===== config.mk =====
export PLATFORM = sky130hd
export DESIGN_NAME = hsv_to_rgb_unit
export DESIGN_NICKNAME = d
export VERILOG_FILES = /design/src/hsvrgb_pkg.sv /design/src/hsvrgb_front.sv /design/src/hsvrgb_mult.sv /design/src/hsvrgb_mix.sv /design/src/hsv_to_rgb_unit.sv
export SDC_FILE = /design/constraint.sdc
export NUM_CORES = 2
export LEC_CHECK = 0
export BUFFER_PORTS_ARGS = -buffer_cell sky130_fd_sc_hd__buf_2
export CAP_MARGIN = 20
export CORE_ASPECT_RATIO = 0.75
export CORE_MARGIN = 3
export CORE_UTILIZATION = 35
export DETAILED_ROUTE_END_ITERATION = 6
export SYNTH_ARGS = -nofsm -noshare
export SYNTH_HDL_FRONTEND = slang
export SYNTH_SLANG_ARGS = --single-unit
export TNS_END_PERCENT = 20

===== constraint.sdc =====
create_clock -name i_clk -period 25.5 [get_ports i_clk]
set_input_delay 3.825 -clock i_clk [delete_from_list [all_inputs] [get_ports i_clk]]
set_output_delay 3.825 -clock i_clk [all_outputs]
set_load 0.02 [all_outputs]

===== src/hsvrgb_pkg.sv =====
// Shared types and constants for the HSV to RGB pipeline.
// No dependencies; imported by every module of the block.
`default_nettype none

package hsvrgb_pkg;

    // Channel width, all levels use 65535 as full scale
    localparam int LVL_W = 16;
    // Hue times six: 3 sector bits over 16 fraction bits
    localparam int H6_W  = 19;
    localparam int SEC_W = 3;
    localparam int PRD_W = 2 * LVL_W;
    localparam int DATA_W = 3 * LVL_W;

    localparam logic [LVL_W-1:0] LVL_ONE = {LVL_W{1'b1}};

    // Hue sectors, named by the color at their start
    localparam logic [SEC_W-1:0] SEC_RED     = 3'd0;
    localparam logic [SEC_W-1:0] SEC_YELLOW  = 3'd1;
    localparam logic [SEC_W-1:0] SEC_GREEN   = 3'd2;
    localparam logic [SEC_W-1:0] SEC_CYAN    = 3'd3;
    localparam logic [SEC_W-1:0] SEC_BLUE    = 3'd4;
    localparam logic [SEC_W-1:0] SEC_MAGENTA = 3'd5;

    // Stage tag that travels with each word
    typedef struct packed {
        logic             vld;
        logic [SEC_W-1:0] sector;
    } t_tag;

endpackage

`default_nettype wire


===== src/hsvrgb_front.sv =====
// Stage 1: input register, hue times six split into sector and fraction.
// Depends on hsvrgb_pkg.
`default_nettype none

module hsvrgb_front
    import hsvrgb_pkg::*;
(
    input  wire logic             i_clk,
    input  wire logic             i_rst_n,
    input  wire logic             i_valid,
    output logic                  o_ready,
    input  wire logic [LVL_W-1:0] i_hue,
    input  wire logic [LVL_W-1:0] i_sat,
    input  wire logic [LVL_W-1:0] i_val,
    output t_tag                  o_tag,
    output logic [LVL_W-1:0]      o_frac,
    output logic [LVL_W-1:0]      o_sat,
    output logic [LVL_W-1:0]      o_inv_sat,
    output logic [LVL_W-1:0]      o_val,
    input  wire logic             i_ready
);

    logic             r_vld;
    logic [SEC_W-1:0] r_sector;
    logic [LVL_W-1:0] r_frac;
    logic [LVL_W-1:0] r_sat;
    logic [LVL_W-1:0] r_inv_sat;
    logic [LVL_W-1:0] r_val;
    logic [H6_W-1:0]  h6;
    logic             load;

    // hue * 6 as two shifted adds
    assign h6 = {1'b0, i_hue, 2'b00} + {2'b00, i_hue, 1'b0};

    assign o_ready = !r_vld || i_ready;
    assign load    = o_ready && i_valid;

    // Valid bit
    always_ff @(posedge i_clk) begin
        if (!i_rst_n) begin
            r_vld <= 1'b0;
        end else if (o_ready) begin
            r_vld <= i_valid;
        end
    end

    // Payload
    always_ff @(posedge i_clk) begin
        if (load) begin
            r_sector  <= h6[H6_W-1:LVL_W];
            r_frac    <= h6[LVL_W-1:0];
            r_sat     <= i_sat;
            r_inv_sat <= LVL_ONE - i_sat;
            r_val     <= i_val;
        end
    end

    assign o_tag.vld    = r_vld;
    assign o_tag.sector = r_sector;
    assign o_frac       = r_frac;
    assign o_sat        = r_sat;
    assign o_inv_sat    = r_inv_sat;
    assign o_val        = r_val;

endmodule

`default_nettype wire


===== src/hsvrgb_mult.sv =====
// Stages 2 and 3: saturation products, then brightness products.
// Depends on hsvrgb_pkg.
`default_nettype none

module hsvrgb_mult
    import hsvrgb_pkg::*;
(
    input  wire logic             i_clk,
    input  wire logic             i_rst_n,
    input  wire t_tag             i_tag,
    output logic                  o_ready,
    input  wire logic [LVL_W-1:0] i_frac,
    input  wire logic [LVL_W-1:0] i_sat,
    input  wire logic [LVL_W-1:0] i_inv_sat,
    input  wire logic [LVL_W-1:0] i_val,
    output t_tag                  o_tag,
    output logic [PRD_W-1:0]      o_low_p,
    output logic [PRD_W-1:0]      o_fall_p,
    output logic [PRD_W-1:0]      o_rise_p,
    output logic [LVL_W-1:0]      o_val,
    input  wire logic             i_ready
);

    // Stage 2 registers
    logic             r_vld2;
    logic [SEC_W-1:0] r_sec2;
    logic [LVL_W-1:0] r_tfall;
    logic [LVL_W-1:0] r_trise;
    logic [PRD_W-1:0] r_low_p2;
    logic [LVL_W-1:0] r_val2;
    // Stage 3 registers
    logic             r_vld3;
    logic [SEC_W-1:0] r_sec3;
    logic [PRD_W-1:0] r_low_p3;
    logic [PRD_W-1:0] r_fall_p;
    logic [PRD_W-1:0] r_rise_p;
    logic [LVL_W-1:0] r_val3;

    logic             rdy2;
    logic             rdy3;
    logic [LVL_W:0]   frac_rem;
    logic [PRD_W:0]   trise_p;
    logic [PRD_W-1:0] tfall_p;

    assign rdy3    = !r_vld3 || i_ready;
    assign rdy2    = !r_vld2 || rdy3;
    assign o_ready = rdy2;

    // Distance to the end of the sector, 1 .. 65536
    assign frac_rem = {1'b1, {LVL_W{1'b0}}} - {1'b0, i_frac};
    assign tfall_p  = i_sat * i_frac;
    assign trise_p  = {1'b0, i_sat} * frac_rem;

    // Valid bits
    always_ff @(posedge i_clk) begin
        if (!i_rst_n) begin
            r_vld2 <= 1'b0;
            r_vld3 <= 1'b0;
        end else begin
            if (rdy2) begin
                r_vld2 <= i_tag.vld;
            end
            if (rdy3) begin
                r_vld3 <= r_vld2;
            end
        end
    end

    // Stage 2: sat * frac, sat * (1 - frac), val * (1 - sat)
    always_ff @(posedge i_clk) begin
        if (rdy2 && i_tag.vld) begin
            r_sec2   <= i_tag.sector;
            r_tfall  <= tfall_p[PRD_W-1:LVL_W];
            r_trise  <= trise_p[PRD_W-1:LVL_W];
            r_low_p2 <= i_val * i_inv_sat;
            r_val2   <= i_val;
        end
    end

    // Stage 3: val * (1 - t) for the falling and rising channels
    always_ff @(posedge i_clk) begin
        if (rdy3 && r_vld2) begin
            r_sec3   <= r_sec2;
            r_low_p3 <= r_low_p2;
            r_fall_p <= r_val2 * (LVL_ONE - r_tfall);
            r_rise_p <= r_val2 * (LVL_ONE - r_trise);
            r_val3   <= r_val2;
        end
    end

    assign o_tag.vld    = r_vld3;
    assign o_tag.sector = r_sec3;
    assign o_low_p      = r_low_p3;
    assign o_fall_p     = r_fall_p;
    assign o_rise_p     = r_rise_p;
    assign o_val        = r_val3;

    // Hue times six never reaches a seventh sector
    a_sector_range: assert property (@(posedge i_clk) disable iff (!i_rst_n)
        r_vld2 |-> (r_sec2 <= SEC_MAGENTA))
        else $error("sector out of range");

    // Scaled products never exceed the brightness
    a_fall_bound: assert property (@(posedge i_clk) disable iff (!i_rst_n)
        r_vld3 |-> (r_fall_p[PRD_W-1:LVL_W] <= r_val3))
        else $error("fall product above brightness");

    a_rise_bound: assert property (@(posedge i_clk) disable iff (!i_rst_n)
        r_vld3 |-> (r_rise_p[PRD_W-1:LVL_W] <= r_val3))
        else $error("rise product above brightness");

endmodule

`default_nettype wire


===== src/hsvrgb_mix.sv =====
// Stage 4: divide products by full scale, route channels by sector, output register.
// Depends on hsvrgb_pkg.
`default_nettype none

module hsvrgb_mix
    import hsvrgb_pkg::*;
(
    input  wire logic             i_clk,
    input  wire logic             i_rst_n,
    input  wire t_tag             i_tag,
    output logic                  o_ready,
    input  wire logic [PRD_W-1:0] i_low_p,
    input  wire logic [PRD_W-1:0] i_fall_p,
    input  wire logic [PRD_W-1:0] i_rise_p,
    input  wire logic [LVL_W-1:0] i_val,
    output logic                  o_valid,
    output logic [DATA_W-1:0]     o_data,
    input  wire logic             i_ready
);

    // floor(x / 65535) for x <= 65535^2: x = q*65535 + (q + lo)
    function automatic logic [LVL_W-1:0] f_div_one(input logic [PRD_W-1:0] x);
        logic [LVL_W:0] s;
        s = {1'b0, x[PRD_W-1:LVL_W]} + {1'b0, x[LVL_W-1:0]};
        if (s >= {LVL_ONE, 1'b0}) begin
            return x[PRD_W-1:LVL_W] + 16'd2;
        end else if (s >= {1'b0, LVL_ONE}) begin
            return x[PRD_W-1:LVL_W] + 16'd1;
        end else begin
            return x[PRD_W-1:LVL_W];
        end
    endfunction

    logic             r_vld;
    logic [LVL_W-1:0] r_red;
    logic [LVL_W-1:0] r_green;
    logic [LVL_W-1:0] r_blue;
    logic [LVL_W-1:0] low;
    logic [LVL_W-1:0] fall;
    logic [LVL_W-1:0] rise;
    logic [LVL_W-1:0] n_red;
    logic [LVL_W-1:0] n_green;
    logic [LVL_W-1:0] n_blue;

    assign o_ready = !r_vld || i_ready;

    assign low  = f_div_one(i_low_p);
    assign fall = f_div_one(i_fall_p);
    assign rise = f_div_one(i_rise_p);

    // Channel routing; black and grey fall out of the products directly
    always_comb begin
        unique case (i_tag.sector)
            SEC_RED: begin
                n_red = i_val; n_green = rise;  n_blue = low;
            end
            SEC_YELLOW: begin
                n_red = fall;  n_green = i_val; n_blue = low;
            end
            SEC_GREEN: begin
                n_red = low;   n_green = i_val; n_blue = rise;
            end
            SEC_CYAN: begin
                n_red = low;   n_green = fall;  n_blue = i_val;
            end
            SEC_BLUE: begin
                n_red = rise;  n_green = low;   n_blue = i_val;
            end
            default: begin
                n_red = i_val; n_green = low;   n_blue = fall;
            end
        endcase
    end

    // Output valid
    always_ff @(posedge i_clk) begin
        if (!i_rst_n) begin
            r_vld <= 1'b0;
        end else if (o_ready) begin
            r_vld <= i_tag.vld;
        end
    end

    // Output word
    always_ff @(posedge i_clk) begin
        if (o_ready && i_tag.vld) begin
            r_red   <= n_red;
            r_green <= n_green;
            r_blue  <= n_blue;
        end
    end

    assign o_valid = r_vld;
    assign o_data  = {r_blue, r_green, r_red};

endmodule

`default_nettype wire


===== src/hsv_to_rgb_unit.sv =====
// Top level of the HSV to RGB converter: four-stage pipeline.
// Depends on hsvrgb_pkg, hsvrgb_front, hsvrgb_mult, hsvrgb_mix.
//
//  Channel   Dir   Word (low bits first)
//  s stream  in    hue_turn[15:0], sat_level[31:16], bright_level[47:32]
//  m stream  out   red_level[15:0], green_level[31:16], blue_level[47:32]
//
// One word per clock while the output side is ready; four register stages
// (input split, saturation multiply, brightness multiply, divide and route).
// Each stage has its own valid bit and advances when empty or when the next one
// takes its word, so bubbles close up and a stall loses nothing.
// Synchronous active-low reset clears all valid bits; no state beyond the pipe.
`default_nettype none

module hsv_to_rgb_unit
    import hsvrgb_pkg::*;
(
    input  wire logic              i_clk,
    input  wire logic              i_rst_n,
    input  wire logic              i_s_tvalid,
    output logic                   o_s_tready,
    input  wire logic [DATA_W-1:0] i_s_tdata,  // hue_turn, sat_level, bright_level
    output logic                   o_m_tvalid,
    input  wire logic              i_m_tready,
    output logic [DATA_W-1:0]      o_m_tdata   // red_level, green_level, blue_level
);

    t_tag             tag1;
    t_tag             tag3;
    logic             rdy_mult;
    logic             rdy_mix;
    logic [LVL_W-1:0] frac1;
    logic [LVL_W-1:0] sat1;
    logic [LVL_W-1:0] inv_sat1;
    logic [LVL_W-1:0] val1;
    logic [PRD_W-1:0] low_p3;
    logic [PRD_W-1:0] fall_p3;
    logic [PRD_W-1:0] rise_p3;
    logic [LVL_W-1:0] val3;

    // Input split
    hsvrgb_front u_front (
        .i_clk     (i_clk),
        .i_rst_n   (i_rst_n),
        .i_valid   (i_s_tvalid),
        .o_ready   (o_s_tready),
        .i_hue     (i_s_tdata[LVL_W-1:0]),
        .i_sat     (i_s_tdata[2*LVL_W-1:LVL_W]),
        .i_val     (i_s_tdata[3*LVL_W-1:2*LVL_W]),
        .o_tag     (tag1),
        .o_frac    (frac1),
        .o_sat     (sat1),
        .o_inv_sat (inv_sat1),
        .o_val     (val1),
        .i_ready   (rdy_mult)
    );

    // Multiplier stages
    hsvrgb_mult u_mult (
        .i_clk     (i_clk),
        .i_rst_n   (i_rst_n),
        .i_tag     (tag1),
        .o_ready   (rdy_mult),
        .i_frac    (frac1),
        .i_sat     (sat1),
        .i_inv_sat (inv_sat1),
        .i_val     (val1),
        .o_tag     (tag3),
        .o_low_p   (low_p3),
        .o_fall_p  (fall_p3),
        .o_rise_p  (rise_p3),
        .o_val     (val3),
        .i_ready   (rdy_mix)
    );

    // Divide, route and output register
    hsvrgb_mix u_mix (
        .i_clk    (i_clk),
        .i_rst_n  (i_rst_n),
        .i_tag    (tag3),
        .o_ready  (rdy_mix),
        .i_low_p  (low_p3),
        .i_fall_p (fall_p3),
        .i_rise_p (rise_p3),
        .i_val    (val3),
        .o_valid  (o_m_tvalid),
        .o_data   (o_m_tdata),
        .i_ready  (i_m_tready)
    );

endmodule

`default_nettype wire

# After elaboration in Yosys (flattened, before gate mapping)
# Cells that the tools add are included.
# word_totals
ff_bits,317
input_bits,52
out_inout_bits,50
word_cells,77
# classes
add_sub_neg,14
n_mul,5
n_lt_le_gt_ge,6
n_eq_ne,4
n_mux,9
reduce_logical,17
# op_table
op,count
case mux 16 bit (3 select lines),3
2-to-1 mux 16 bit,6
multiplier 16 x 16 -> 32 bit,2
multiplier 16 x 32 -> 32 bit,2
adder 16 x 16 -> 17 bit,3
"greater-or-equal comparator 17 x 16 -> 1 bit, second input constant",3
"greater-or-equal comparator 17 bit, second input constant",3
"adder 16 x 1 -> 16 bit, second input constant",3
"adder 16 x 2 -> 16 bit, second input constant",3
"subtractor 16 x 16 -> 17 bit, first input constant",2
multiplier 16 x 17 -> 32 bit,1
adder 18 x 17 -> 19 bit,1
"subtractor 17 x 16 -> 17 bit, first input constant",1
"subtractor 16 bit, first input constant",1
OR reduction 2 bit,4
"equality test 3 x 2 -> 1 bit, second input constant",2
logical AND 1 bit,4
zero test 1 bit,4
logical OR 1 bit,4
"equality test 3 x 1 -> 1 bit, second input constant",1
"equality test 3 bit, second input constant",1
zero test 3 bit,1

# Longest topological paths before layout
# depth
ltp_word,6
ltp_mapped,32
mapped_depth_nobuf,29

# Hierarchy
# Synthesis repeated with hierarchy kept, for this count alone.
# unflattened
hier_cells,6345
hier_area_um2,59683.5
# by_module_without_submodules
mod,n_inst,cells_per_inst,area_per_inst_um2,seq_area_each_um2
hsvrgb_mult,1,5113,48821.8,5985.7
hsvrgb_mix,1,1044,8017.7,1461.4
hsvrgb_front,1,188,2844.0,2001.9

# Worst setup path before layout
# OpenSTA, ideal clock, no wires.
# synth_timing
path_kind,input port to flip-flop
from,in i_m_tready
to,reg u_mult.r_low_p2[0] (enable)
setup_time_ns,0.651
arrival_ns,10.143
required_ns,24.849
slack_ns,14.706
path_stages,3
path_buffers,0
cell_sequence,nor2b_1 and2_0 a21boi_0
# synth_via
elab_chain_cells,4
# synth_rtl
item,line_no,rtl
from (decl),hsv_to_rgb_unit.sv:24,"input wire logic i_m_tready,"
logical OR 1 bit,hsvrgb_mix.sv:45,assign o_ready = !r_vld || i_ready;
logical OR 1 bit,hsvrgb_mult.sv:45,assign rdy3 = !r_vld3 || i_ready;
logical OR 1 bit,hsvrgb_mult.sv:46,assign rdy2 = !r_vld2 || rdy3;
logical AND 1 bit,hsvrgb_mult.sv:71,if (rdy2 && i_tag.vld) begin
to (signal assigned),hsvrgb_mult.sv:75,r_low_p2 <= i_val * i_inv_sat;
to (decl),hsvrgb_mult.sv:29,logic [PRD_W-1:0] r_low_p2;
# Every way passes these cells.
# A chain may end at the register's enable or synchronous reset.

# Worst setup path after layout
# layout_timing
from,in i_m_tready
to,out o_s_tready
# layout_via
elab_chain_cells,4
# layout_rtl
item,line_no,rtl
logical OR 1 bit,hsvrgb_mix.sv:45,
logical OR 1 bit,hsvrgb_mult.sv:45,
logical OR 1 bit,hsvrgb_mult.sv:46,
logical OR 1 bit,hsvrgb_front.sv:35,assign o_ready = !r_vld || i_ready;
to (decl),hsv_to_rgb_unit.sv:21,"output logic o_s_tready,"
# Every way passes these cells.

==> impl_metrics.env <==
export IMPL_status="finished, final reports clean"
export IMPL_area_growth_syn_to_layout_pct=7.001
export IMPL_clock_path_buffers=3
export IMPL_reg2reg_depth=25
export IMPL_synthTopCellsByArea="fa_1, edfxtp_1, ha_1"
export IMPL_synth_edff_count=312
export IMPL_die_h_um=356.4
export IMPL_drv_cap=0
export IMPL_synth_cell_type_count=99
export IMPL_clock_sinks=316
export IMPL_avgSynthCellArea_sq_um=9.558
export IMPL_slew_viol_final=0
export IMPL_tightest_slew_ns=1.061
export IMPL_nFillCells=16000
export IMPL_grt_usage=0.1777
export IMPL_clk_pin_slew_worst_paths_ns=0.06
export IMPL_crit_top_cell="buf_2"
export IMPL_timing_final_hold_violations=0
export IMPL_fmax_mhz=112.6
export IMPL_hp_class="flop to flop"
export IMPL_worstPathArrival_ns=5.06
export IMPL_dp_hpwl_um=111500
export IMPL_cts_tree="built"
export IMPL_clkLatencyLatePin_ns=0.59
export IMPL_first_global_vias=42870
export IMPL_crit_type="input pin to primary output"
export IMPL_rr_startpoint="u_front.o_frac[4]$_DFFE_PP_"
export IMPL_numCtsBuffers=38
export IMPL_endpoint="o_s_tready"
export IMPL_io_pins=102
export IMPL_synth_fp_nets=7590
export IMPL_setup_viol=0
export IMPL_tns_ns=0
export IMPL_cp_data_required_time_ns=21.67
export IMPL_fin_worst_skew_ns=0.02483
export IMPL_post_route_min_period_ns=8.881
export IMPL_cts_root_buffer="clkbuf_16"
export IMPL_crit_slowest_cell="and2_0"
export IMPL_firstDrtPassIters=6
export IMPL_ant_nets=0
export IMPL_avgViaCountPerCell=5.048
export IMPL_yosysTopAreaCellShare=0.3347
export IMPL_drc=0
export IMPL_num_vias=40951
export IMPL_post_cts_buffers=0
export IMPL_rr_endpoint="u_mult.r_trise[15]$_DFFE_PP_"
export IMPL_place_congestion=0.8739
export IMPL_cpPeakStageDelay_ns=0.53
export IMPL_antenna_found_initial=6
export IMPL_drive_above_1_share=0.05048
export IMPL_yosysWarnings=0
export IMPL_ys_seq_area_frac=0.1649
export IMPL_grt_max_degree=78
export IMPL_rsz0062_at_grt="no"
export IMPL_wire_per_inst_um=18.07
export IMPL_async_reset_ff_frac=0
export IMPL_crit_start="i_m_tready"
export IMPL_synth_common_cells="inv_1, fa_1, ha_1"
export IMPL_critPathMaxFanout=6
export IMPL_syn_area_sq_um=57300
export IMPL_grt_met1_usage=0.2722
export IMPL_cp_start_kind="input pin"
export IMPL_yosys_register_bits=316
export IMPL_dr_first_iter_drc_count=2913
export IMPL_postSynthCellCount=5995
export IMPL_cts_max_level=2
export IMPL_core_sq_um=161300
export IMPL_use_met2=0.2601
export IMPL_ctsHoldBuffers=0
export IMPL_gr_total_overflow=0
export IMPL_fp_dieW_um=473.2
export IMPL_drt_total_wl_um=146600
export IMPL_io_buffers=101
export IMPL_cts_resized=0
export IMPL_start_util=0.3553
export IMPL_synth_ff_type="edfxtp_1"
export IMPL_fin_nets=7549
export IMPL_row_count=127
export IMPL_max_slew_margin=0.2891
export IMPL_use_met3=0.03358
export IMPL_grt_busiest_layer="met1"
export IMPL_yosysMostFrequentCell="inv_1"
export IMPL_grt_pass1_wl_um=239900
export IMPL_crit_chain="buf_2, nor2b_1, and2_0, nand3_1, buf_2"
export IMPL_synth_area_leader_cell="fa_1"
export IMPL_end_kind="primary output"
export IMPL_fin_crit_sh=0.3483
export IMPL_r2r_slack_ns=17.18
export IMPL_die_area_sq_um=168700
==> area by class of cell <==
class | count | area (sq um) | share of cell area
clock inverters | 25 | 221.5 | 0.003612
inverters | 1220 | 4579 | 0.07469
flip-flops and latches | 316 | 9449 | 0.1541
multi-input cells | 4206 | 42360 | 0.6909
clock buffers | 44 | 994.7 | 0.01622
well taps | 2128 | 2663 | 0.04343
repair buffers | 172 | 1042 | 0.01700
diodes | 1 | 2.502 | 0.00004081
==> state kept, by name (all words and copies together) (netlist names), 16 cells and up <==
register,cells
u_mix.r_blue,16
u_front.o_sat,16
u_mult.r_val2,16
u_mix.r_red,16
u_front.o_inv_sat,16
u_mult.o_fall_p,32
u_mult.o_rise_p,32
u_front.o_val,16
u_mult.r_trise,16
u_mult.r_tfall,16
u_mix.r_green,16
u_mult.o_low_p,32
u_mult.o_val,16
u_mult.r_low_p2,32
==> metrics by stage <==
step | utilization | setup WS (ns) | hold slack, ns | instances | instance area, sq um
floorplan | - | 14.71 | 0.4003 | 5995 | 57300
global route | 0.3801 | 16.49 | 0.4264 | 8112 | 61310
detailed placement | 0.3725 | 16.61 | 0.4054 | 8041 | 60080
CTS | 0.3801 | 16.60 | 0.4088 | 8110 | 61300
finish | 0.3801 | 16.62 | 0.4063 | 8112 | 61310
global placement | 0.3725 | 16.65 | 0.4036 | 8041 | 60080
==> worst min-delay path by stage <==
| stage | depth (start not counted) | start | to |
|---|---|---|---|
| floorplan | 0 | u_mult.r_low_p2[0]$_DFFE_PP_ | u_mult.o_low_p[0]$_DFFE_PP_ |
| global placement | 0 | u_front.r_sector[0]$_DFFE_PP_ | u_mult.r_sec2[0]$_DFFE_PP_ |
| detailed placement | 0 | u_front.r_sector[1]$_DFFE_PP_ | u_mult.r_sec2[1]$_DFFE_PP_ |
| CTS | 0 | u_mult.r_low_p2[26]$_DFFE_PP_ | u_mult.o_low_p[26]$_DFFE_PP_ |
| global route | 0 | u_mult.r_low_p2[26]$_DFFE_PP_ | u_mult.o_low_p[26]$_DFFE_PP_ |
| finish | 0 | u_mult.r_low_p2[26]$_DFFE_PP_ | u_mult.o_low_p[26]$_DFFE_PP_ |
==> layer usage <==
metal,up-vias,share of wire
li1,18715,-
met1,20652,0.49
met2,1412,0.41
met3,168,0.082
met4,4,0.018
met5,-,0.00018
==> cell families (layout without fill, tap and decap cells) <==
group | count (synthesis) | count (layout) | share of synthesized area
flops | 316 | 316 | 0.1649
xor+xnor | 190 | 190 | 0.02904
simple gates | 1828 | 1828 | 0.1671
fa+ha+maj | 1543 | 1543 | 0.4624
mux | 32 | 32 | 0.005786
other cells | 0 | 1 | 0
buf+inv | 1473 | 1461 | 0.09686
compound gates | 613 | 613 | 0.07387
==> worst max-delay path: cells and delay by family <==
family                 cells  cell delay (ns)
AND/OR/NAND/NOR            3             0.95
buffers and inverters      2             0.28
==> layout by cell type, fill, tap and decap left out, types with 70 or more instances in the layout <==
master	n
ha_1	585
fa_1	958
and2_1	291
o21ai_0	95
nor2_1	184
buf_4	70
buf_2	101
a21oi_1	144
edfxtp_1	312
nand2_1	562
nor2b_1	196
xnor2_1	139
nand2b_1	363
inv_1	1220
Power is left out: the tool's default activity adds up to more than one toggle a clock period on the data nets, which glitch-free logic cannot reach.
